===== src/sv/apf_pkg.sv =====
// Shared types and constants for the all-pole IIR filter.
package apf_pkg;

    localparam int unsigned SAMPLE_W     = 16;
    localparam int unsigned COEF_W       = 16;
    localparam int unsigned PROD_W       = SAMPLE_W + COEF_W;
    localparam int unsigned ACC_W        = 36;
    localparam int unsigned FRAC_SHIFT   = 12;
    localparam int unsigned ROUND_BIAS   = 2048;
    localparam int unsigned CFG_DATA_W   = 64;
    localparam int unsigned CFG_IDX_W    = 3;
    localparam int unsigned COEF_GROUPS  = 3;
    localparam int unsigned LANES        = 4;
    localparam int unsigned ORDER_DEFAULT = 12;

    localparam logic [SAMPLE_W-1:0] GAIN_RESET = 16'h1000;

    // Configuration register indexes
    localparam logic [CFG_IDX_W-1:0] CFG_COEF_LO  = 3'd0;
    localparam logic [CFG_IDX_W-1:0] CFG_COEF_MID = 3'd1;
    localparam logic [CFG_IDX_W-1:0] CFG_COEF_HI  = 3'd2;
    localparam logic [CFG_IDX_W-1:0] CFG_GAIN     = 3'd3;

    // Commands from controller to datapath
    typedef struct packed {
        logic load;   // latch the input sample, clear the accumulator
        logic mul;    // form the product for the current tap
        logic acc;    // fold the registered product into the accumulator
        logic fin;    // round, saturate, present the result, shift history
    } t_dp_cmd;

    // Status from datapath to controller
    typedef struct packed {
        logic out_free;  // output register can take a new result this cycle
    } t_dp_sts;

endpackage


===== src/sv/apf_ctrl.sv =====
// Sequencer for the all-pole IIR filter: steps the shared multiplier over the taps.
module apf_ctrl #(
    parameter int unsigned FILTER_ORDER = apf_pkg::ORDER_DEFAULT,
    parameter int unsigned TAP_W        = $clog2(FILTER_ORDER + 1)
) (
    input  logic             i_clk,
    input  logic             i_rst_n,
    input  logic             i_in_valid,
    input  apf_pkg::t_dp_sts i_sts,
    output logic             o_in_stall,
    output apf_pkg::t_dp_cmd o_cmd,
    output logic [TAP_W-1:0] o_tap
);

    localparam logic [1:0] S_IDLE = 2'd0;
    localparam logic [1:0] S_MUL  = 2'd1;
    localparam logic [1:0] S_LAST = 2'd2;
    localparam logic [1:0] S_FIN  = 2'd3;

    localparam logic [TAP_W-1:0] TAP_LAST = TAP_W'(FILTER_ORDER);

    logic [1:0]       r_state, n_state;
    logic [TAP_W-1:0] r_tap, n_tap;

    always_comb begin
        n_state = r_state;
        n_tap   = r_tap;
        o_cmd   = '0;
        case (r_state)
            S_IDLE: begin
                if (i_in_valid) begin
                    o_cmd.load = 1'b1;
                    n_tap      = '0;
                    n_state    = S_MUL;
                end
            end
            S_MUL: begin
                o_cmd.mul = 1'b1;
                o_cmd.acc = (r_tap != '0);
                if (r_tap == TAP_LAST) begin
                    n_state = S_LAST;
                end else begin
                    n_tap = r_tap + 1'b1;
                end
            end
            S_LAST: begin
                o_cmd.acc = 1'b1;
                n_state   = S_FIN;
            end
            S_FIN: begin
                if (i_sts.out_free) begin
                    o_cmd.fin = 1'b1;
                    n_state   = S_IDLE;
                end
            end
            default: begin
                n_state = S_IDLE;
            end
        endcase
    end

    always_ff @(posedge i_clk) begin
        if (!i_rst_n) begin
            r_state <= S_IDLE;
            r_tap   <= '0;
        end else begin
            r_state <= n_state;
            r_tap   <= n_tap;
        end
    end

    assign o_in_stall = (r_state != S_IDLE);
    assign o_tap      = r_tap;

endmodule


===== src/sv/apf_dp.sv =====
// Datapath for the all-pole IIR filter: config registers, history, MAC and output register.
module apf_dp #(
    parameter int unsigned FILTER_ORDER = apf_pkg::ORDER_DEFAULT,
    parameter int unsigned TAP_W        = $clog2(FILTER_ORDER + 1)
) (
    input  logic                                i_clk,
    input  logic                                i_rst_n,
    input  logic                                i_cfg_we,
    input  logic [apf_pkg::CFG_IDX_W-1:0]       i_cfg_idx,
    input  logic [apf_pkg::CFG_DATA_W-1:0]      i_cfg_data,
    input  logic signed [apf_pkg::SAMPLE_W-1:0] i_sample_in,
    input  logic                                i_out_stall,
    input  apf_pkg::t_dp_cmd                    i_cmd,
    input  logic [TAP_W-1:0]                    i_tap,
    output apf_pkg::t_dp_sts                    o_sts,
    output logic                                o_out_valid,
    output logic signed [apf_pkg::SAMPLE_W-1:0] o_sample_out,
    output logic                                o_clipped
);

    localparam int unsigned SW   = apf_pkg::SAMPLE_W;
    localparam int unsigned SH_W = apf_pkg::ACC_W - apf_pkg::FRAC_SHIFT;
    localparam logic signed [SH_W-1:0] SAT_HI = SH_W'(32767);
    localparam logic signed [SH_W-1:0] SAT_LO = SH_W'(-32768);

    logic [apf_pkg::CFG_DATA_W-1:0]        r_coef [apf_pkg::COEF_GROUPS];
    logic signed [SW-1:0]                  r_gain;
    logic signed [SW-1:0]                  r_hist [FILTER_ORDER];
    logic signed [SW-1:0]                  r_x;
    logic signed [apf_pkg::PROD_W-1:0]     r_prod;
    logic                                  r_sub;
    logic signed [apf_pkg::ACC_W-1:0]      r_acc;
    logic                                  r_ovalid;
    logic signed [SW-1:0]                  r_y;
    logic                                  r_clip;

    logic signed [SW-1:0]                  op_a, op_b;
    logic signed [apf_pkg::ACC_W-1:0]      prod_ext, rnd;
    logic signed [SH_W-1:0]                sh;
    logic signed [SW-1:0]                  y_sat;
    logic                                  clip;

    // Configuration writes
    always_ff @(posedge i_clk) begin
        if (!i_rst_n) begin
            for (int g = 0; g < apf_pkg::COEF_GROUPS; g++) begin
                r_coef[g] <= '0;
            end
            r_gain <= apf_pkg::GAIN_RESET;
        end else if (i_cfg_we) begin
            case (i_cfg_idx)
                apf_pkg::CFG_COEF_LO:  r_coef[0] <= i_cfg_data;
                apf_pkg::CFG_COEF_MID: r_coef[1] <= i_cfg_data;
                apf_pkg::CFG_COEF_HI:  r_coef[2] <= i_cfg_data;
                apf_pkg::CFG_GAIN:     r_gain    <= i_cfg_data[SW-1:0];
                default: ;
            endcase
        end
    end

    // Operand select: tap 0 is the gained input, tap k is history k-1
    always_comb begin
        op_a = r_x;
        op_b = r_gain;
        for (int i = 0; i < FILTER_ORDER; i++) begin
            if (i_tap == TAP_W'(i + 1)) begin
                op_a = r_hist[i];
                op_b = r_coef[i >> 2][16 * (i & 3) +: 16];
            end
        end
    end

    assign prod_ext = apf_pkg::ACC_W'(r_prod);
    assign rnd      = r_acc + apf_pkg::ACC_W'(apf_pkg::ROUND_BIAS);
    assign sh       = rnd[apf_pkg::ACC_W-1:apf_pkg::FRAC_SHIFT];

    always_comb begin
        clip  = 1'b0;
        y_sat = sh[SW-1:0];
        if (sh > SAT_HI) begin
            y_sat = SAT_HI[SW-1:0];
            clip  = 1'b1;
        end else if (sh < SAT_LO) begin
            y_sat = SAT_LO[SW-1:0];
            clip  = 1'b1;
        end
    end

    always_ff @(posedge i_clk) begin
        if (i_cmd.load) begin
            r_x <= i_sample_in;
        end
        if (i_cmd.mul) begin
            r_prod <= op_a * op_b;
            r_sub  <= (i_tap != '0);
        end
        if (i_cmd.load) begin
            r_acc <= '0;
        end else if (i_cmd.acc) begin
            r_acc <= r_sub ? (r_acc - prod_ext) : (r_acc + prod_ext);
        end
        if (i_cmd.fin) begin
            r_y    <= y_sat;
            r_clip <= clip;
        end
    end

    // Output history, newest at entry 0
    always_ff @(posedge i_clk) begin
        if (!i_rst_n) begin
            for (int i = 0; i < FILTER_ORDER; i++) begin
                r_hist[i] <= '0;
            end
        end else if (i_cmd.fin) begin
            r_hist[0] <= y_sat;
            for (int i = 1; i < FILTER_ORDER; i++) begin
                r_hist[i] <= r_hist[i - 1];
            end
        end
    end

    always_ff @(posedge i_clk) begin
        if (!i_rst_n) begin
            r_ovalid <= 1'b0;
        end else if (i_cmd.fin) begin
            r_ovalid <= 1'b1;
        end else if (!i_out_stall) begin
            r_ovalid <= 1'b0;
        end
    end

    assign o_sts.out_free = !r_ovalid || !i_out_stall;
    assign o_out_valid    = r_ovalid;
    assign o_sample_out   = r_y;
    assign o_clipped      = r_clip;

endmodule


===== src/sv/all_pole_iir_filter.sv =====
// The single shared 16x16 multiplier visits the gain tap and every pole tap in turn; the
// input stays stalled until a taken sample's result is committed to the output register.
// A finished result waits in the output register while the next sample is taken.
// Reset (synchronous, active low) zeroes the history and coefficients, sets gain to 1.0
// and empties the output register.
module all_pole_iir_filter #(
    parameter int unsigned FILTER_ORDER = apf_pkg::ORDER_DEFAULT
) (
    input  logic                                i_clk,
    input  logic                                i_rst_n,
    // configuration write port
    input  logic                                i_cfg_we,
    input  logic [apf_pkg::CFG_IDX_W-1:0]       i_cfg_idx,
    input  logic [apf_pkg::CFG_DATA_W-1:0]      i_cfg_data,
    // input channel
    input  logic                                i_in_valid,
    output logic                                o_in_stall,
    input  logic signed [apf_pkg::SAMPLE_W-1:0] i_sample_in,
    // output channel
    output logic                                o_out_valid,
    input  logic                                i_out_stall,
    output logic signed [apf_pkg::SAMPLE_W-1:0] o_sample_out,
    output logic                                o_clipped
);

    // Tap counter runs 0 (gain) through FILTER_ORDER (oldest pole tap)
    localparam int unsigned TAP_W = $clog2(FILTER_ORDER + 1);

    apf_pkg::t_dp_cmd cmd;
    apf_pkg::t_dp_sts sts;
    logic [TAP_W-1:0] tap;

    // Controller: take a transaction in idle, step the multiplier, then wait for room
    // in the output register before committing the result to history.
    apf_ctrl #(
        .FILTER_ORDER (FILTER_ORDER),
        .TAP_W        (TAP_W)
    ) u_ctrl (
        .i_clk      (i_clk),
        .i_rst_n    (i_rst_n),
        .i_in_valid (i_in_valid),
        .i_sts      (sts),
        .o_in_stall (o_in_stall),
        .o_cmd      (cmd),
        .o_tap      (tap)
    );

    // Datapath: one registered product per cycle while the taps are stepped, feeding a wide accumulator; the
    // round and saturate step feeds both the output register and the history line.
    apf_dp #(
        .FILTER_ORDER (FILTER_ORDER),
        .TAP_W        (TAP_W)
    ) u_dp (
        .i_clk        (i_clk),
        .i_rst_n      (i_rst_n),
        .i_cfg_we     (i_cfg_we),
        .i_cfg_idx    (i_cfg_idx),
        .i_cfg_data   (i_cfg_data),
        .i_sample_in  (i_sample_in),
        .i_out_stall  (i_out_stall),
        .i_cmd        (cmd),
        .i_tap        (tap),
        .o_sts        (sts),
        .o_out_valid  (o_out_valid),
        .o_sample_out (o_sample_out),
        .o_clipped    (o_clipped)
    );

endmodule


===== config.mk =====
export PLATFORM = sky130hd
export DESIGN_NAME = all_pole_iir_filter
export DESIGN_NICKNAME = d
export VERILOG_FILES = /design/src/sv/apf_pkg.sv /design/src/sv/apf_ctrl.sv /design/src/sv/apf_dp.sv /design/src/sv/all_pole_iir_filter.sv
export SDC_FILE = /design/constraint.sdc
export NUM_CORES = 2
export LEC_CHECK = 0
export ABC_AREA = 1
export ABC_CLOCK_PERIOD_IN_PS = 20600
export BUFFER_PORTS_ARGS = -buffer_cell sky130_fd_sc_hd__buf_2
export CORE_MARGIN = 10
export CORE_UTILIZATION = 63
export DETAILED_ROUTE_END_ITERATION = 8
export PLACE_DENSITY = 0.8
export SLEW_MARGIN = 20
export SYNTH_ARGS = -nofsm -noshare
export SYNTH_HDL_FRONTEND = slang
export SYNTH_SLANG_ARGS = --single-unit

===== constraint.sdc =====
create_clock -name i_clk -period 20.6 [get_ports i_clk]
set_input_delay 1.03 -clock i_clk [delete_from_list [all_inputs] [get_ports i_clk]]
set_output_delay 1.03 -clock i_clk [all_outputs]
set_load 0.1 [all_outputs]

Word level (Yosys, flattened, before mapping)
Memories as Yosys holds them, arrays and structs flattened. Cells that the tools add are included.

$add $sub $neg: 4. Multiply operators: 1. $lt $le $gt $ge: 2. Equal/unequal tests: 23. Muxes and demuxes: 74. Bitwise logic cells: 15. Reductions and logical operators: 11.

Operators by type and width (number): $mux W16 (38); $mux W64 (3); $add A36 B12 Y36 const B (1); $add A36 B32 Y36 (1); $mux W36 (1); $sub A36 B32 Y36 (1); $mul A16 B16 Y32 (1); $gt A24 B16 Y1 const B (1); $lt A24 B16 Y1 const B (1); $mux W1 (24); $eq A4 B4 Y1 const B (5); $eq A4 B3 Y1 const B (4); $or A1 B1 Y1 (15); $eq A4 B2 Y1 const B (2); $mux W4 (2); $pmux W2 S4 (1); $pmux W4 S2 (1); $eq A3 B2 Y1 const B (2); $mux W2 (3); $ne A2 B2 Y1 const B (3); $reduce_and A3 Y1 (2); $add A4 B1 Y4 const B (1); $eq A2 B2 Y1 const B (2); $eq A4 B1 Y1 const B (1); other kinds (11) (14).

Register bits after elaboration: 125. RAM bits: 384. Output and inout port bits: 19. Word-level logic and storage cells: 142. Memories: 2.

Memory list: u_dp.r_coef (depth 3, bits a word 64, read ports 3, clocked after memory_dff 0, wr ports 3, line apf_dp.sv:26) `logic [apf_pkg::CFG_DATA_W-1:0] r_coef [apf_pkg::COEF_GROUPS];`; u_dp.r_hist (depth 12, bits a word 16, read ports 12, clocked after memory_dff 0, wr ports 12, line apf_dp.sv:28) `logic signed [SW-1:0] r_hist [FILTER_ORDER];`.

Logic depth before layout (Yosys ltp)
Depth after elaboration: 14. Mapped depth: 43. Gate-level depth less buffers: 41.

Hierarchy
Synthesis repeated with hierarchy kept, for this count alone.

Cell total of the unflattened synthesis: 4270. Area total of the unflattened synthesis: 36437.4 um^2.

Modules (own cells, without submodules): apf_dp (instances 1, cells an instance 4198, area an instance 35949.5 um^2, seq. area each 14574.0 um^2); apf_ctrl (instances 1, cells an instance 72, area an instance 488.0 um^2, seq. area each 120.1 um^2).

Least setup slack after synthesis
No wires, ideal clock.

Path kind: input port to flip-flop. Start point: in i_out_stall. End point: mem u_dp.r_hist[0][0] (netlist bit) (enable). Arrival: 14.568 ns. Slack: 5.023 ns. Stages on the path: 3. Path buffers: 0. Cells stage by stage: nand2_1 -> inv_1 -> o21ai_0.

RTL lines: start, declared (line all_pole_iir_filter.sv:21) `input logic i_out_stall,`; end, declared (line apf_dp.sv:28).

Worst setup path in the final report
Start point: reg u_ctrl.r_tap[1] (netlist: u_ctrl.o_tap[1]). End point: reg u_dp.r_prod[28] (netlist bit), data pin.

Word-level cells in the longest chain between the ends: 14. Elaborated cells between the ends (all ways): 37. Classes of those cells: mul: 1; eq/ne: 12; mux: 24.

Ends and longest elaborated chain: start, declared (line apf_ctrl.sv:23) `logic [TAP_W-1:0] r_tap, n_tap;`; start signal, assigned (line apf_ctrl.sv:68) `r_tap <= n_tap;`; $eq A4 B1 Y1 (line apf_dp.sv:66) `if (i_tap == TAP_W'(i + 1)) begin`; $mux W16 (12 in a row) (line apf_dp.sv:66); $mul A16 B16 Y32 (*) (line apf_dp.sv:94) `r_prod <= op_a * op_b;`; end signal, assigned (line apf_dp.sv:94); end, declared (line apf_dp.sv:30) `logic signed [apf_pkg::PROD_W-1:0] r_prod;`.

Mark *: on every way between the ends. The rest lies on a longest branch, timed or not. A chain may end at the register's enable or synchronous reset.

==> results.toml <==
[yosys]
synth_edf_count = 450
syn_nets = 4779
syn_inst = 4301
ys_ff_latch = 509
synth_ff_type = "edfxtp_1"
ys_types = 52
synth.area.top_cells = "edfxtp_1, fa_1, nand2_1, inv_1, nor2_1"
synth_top_area_frac = 0.372
yosysMostFrequentCell = "nand2_1"
synth_commonest_cells = "nand2_1, inv_1, nor2_1, edfxtp_1, fa_1"
synth_seq_area_share = 0.405
yosysTopAreaCell = "edfxtp_1"
async_reset_ff_frac = 0
ys_warn_count = 0
syn_avg_cell_area_um2 = 8.44
netlist_area_um2 = 36300

[timing]
setup_viol = 0
min_period_ps = 9060
slew_headroom = 0.209
fin_crit_sh = 0.440
tightest_slew_ps = 1190
rsz0062_at_grt = "false"
clock_skew_ps = 45.8
slew_violations = 0
layout_setup_ws_ps = 11540
fmax_mhz = 110
finalHoldViolCount = 0
setup_tns_ps = 0

[setup_path]
r2r_start = "u_ctrl.o_tap[1]"
startpoint_type = "flop"
cp_slowest_cell = "fa_1"
critical-path-max-stage-delay_ps = 890
crit_top_cell = "nand2_1"
critPathRequiredTime_ps = 20940
critical_path.startpoint = "u_ctrl.o_tap[1]"
path_delay_family = "adder cells"
path_buf_inv = 7
crit_path_end_kind = "flop"
worstPathMaxFanout = 43
critical_path_class = "flop to flop"
cp.arrival_ps = 9400

[detailed_routing]
drt-total-wl_mm = 98.9
ant_nets = 0
wire_per_inst_um = 19.2
drt-pass1-iter-count = 6
via_per_inst = 5.56
first_iter_violations = 2816
vias = 28651
drc = 0

[grt]
grt-ovfl-total = 0
grt_util_met1 = 0.362
grt_pass1_wl_mm = 155
met2_usage = 0.492
grt_util_all_layers = 0.293
met3_usage = 0.0583
grt_start_max_net_pins = 193
first_global_vias = 28765
grt_antenna_before_repair = 0
busiest_layer = "met2"

[clock_network]
cts_resized = 0
clk_pin_slew_ps = 60
hold_buffers = 0
clk_latency_ps = 630
cts_buffer_depth = 3
cts_tree = "done"
numCtsBuffers = 54
cts_setup_buffers = 0
ctsRootBufferMaster = "clkbuf_16"
htreeDepth = 2
cts_sinks = 509

[floorplan]
fp.dieH_um = 260
start_util = 0.640
core_area_um2 = 56700
io_pins = 107
die_area_um2 = 67600
fp.dieW_um = 260
num_rows = 87

[final_layout]
final_area_um2 = 39100
layout-drive-gt1-share = 0.0672
area_delta_synth_final_pct = 7.72
n_fill_cell = 4459
diodes = 0
nNetsFinal = 4826

[run]
maxCapViolCount = 0

[placed_design]
place_area_um2 = 37400
hpwlAfterDp_mm = 72.7
place_ws_ps = 11810
gp_congestion = 0.973
io_buffers = 106

[hold_path]
hold_path.class = "flop to flop"
min-delay-start = "u_dp.r_acc[2]"

[status]
status = "complete, no violations"
[worst register-to-register path: cells and delay by family, from the launching register on]
kind,cells,cell delay (ps)
AO/OA/AOI/OAI,2,820
XOR/XNOR,1,60
adder cells (fa/ha/maj),8,4160
buffers and inverters,7,1420
flip-flops,1,340
AND/OR/NAND/NOR,16,1990
[cell families (layout without fill, tap and decap cells)]
| logic type | count (synthesis) | count (layout) | share of synthesized area |
|---|---|---|---|
| AND/OR/NAND/NOR | 1902 | 1902 | 0.212 |
| buffers and inverters | 1014 | 1106 | 0.109 |
| flip-flops | 509 | 509 | 0.405 |
| adder cells (fa/ha/maj) | 390 | 390 | 0.189 |
| AO/OA/AOI/OAI | 376 | 376 | 0.0591 |
| XOR/XNOR | 110 | 110 | 0.0265 |
[registers in the layout, indices dropped and copies added (netlist names)]
name,flops
u_dp.o_out_valid,1
u_dp.o_clipped,1
u_dp.r_coef,192
u_dp.r_gain,16
u_ctrl.o_tap,4
u_dp.r_x,16
u_dp.r_acc,36
u_dp.r_hist,192
u_dp.o_sample_out,16
u_dp.r_prod,32
u_ctrl.r_state,2
u_dp.r_sub,1
[through the flow]
| stage | hold slack [ps] | utilization | cells |
|---|---|---|---|
| floorplan | 469 | - | 4301 |
| global placement | 486 | 0.660 | 5048 |
| detailed placement | 501 | 0.660 | 5048 |
| CTS | 506 | 0.690 | 5149 |
| global route | 537 | 0.690 | 5149 |
| finish | 510 | 0.690 | 5149 |
[cells in the final DEF, fill, tap and decap left out, types with 6 or more instances in the layout]
| cell | instances |
|---|---|
| nor3_1 | 20 |
| buf_2 | 106 |
| clkbuf_1 | 13 |
| a31oi_1 | 7 |
| a211oi_1 | 6 |
| a21oi_4 | 6 |
| a21oi_2 | 10 |
| clkbuf_16 | 54 |
| or2_2 | 22 |
| inv_2 | 13 |
| dfxtp_1 | 59 |
| a21o_1 | 7 |
| a21oi_1 | 166 |
| clkinv_1 | 17 |
| nor2_1 | 668 |
| inv_1 | 857 |
| nand4_1 | 20 |
| nand2_1 | 899 |
| nand3_1 | 220 |
| nand2_2 | 14 |
| o21bai_1 | 7 |
| ha_1 | 126 |
| edfxtp_1 | 450 |
| xnor2_1 | 35 |
| nor4_1 | 10 |
| o21ai_0 | 125 |
| buf_4 | 25 |
| fa_1 | 264 |
| xor2_1 | 75 |
| o211ai_1 | 8 |
| o21ai_1 | 7 |
[worst paths after layout]
check / slack (ps) / endpoint / cells past startpoint
max reg2reg: 11540 / u_dp.r_prod[28] / 34
min: 510 / u_dp.r_acc[2] / 2
max: 11540 / u_dp.r_prod[28] / 34
min reg2reg: 510 / u_dp.r_acc[2] / 2
[routing by layer]
metal  part of all wire  up-vias  wire length (µm)
met2               0.48     1443             47700
met1               0.38    13558             37500
met5                  0        -                 0
met4              0.047        0              4690
met3              0.091      246              9010
li1                   -    13404                 -
[area by class of cell]
| type | count | area (µm²) | area share |
|---|---|---|---|
| Timing Repair Buffer | 132 | 738 | 0.0189 |
| Multi-Input combinational cell | 2778 | 17800 | 0.454 |
| Clock inverter | 29 | 230 | 0.00589 |
| Inverter | 873 | 3280 | 0.0838 |
| Tap cell | 756 | 946 | 0.0242 |
| Sequential cell | 509 | 14700 | 0.376 |
| Clock buffer | 72 | 1470 | 0.0376 |
Power is not shown: default switching activity piles up to over one toggle a cycle in this logic, so the estimate is an artifact.
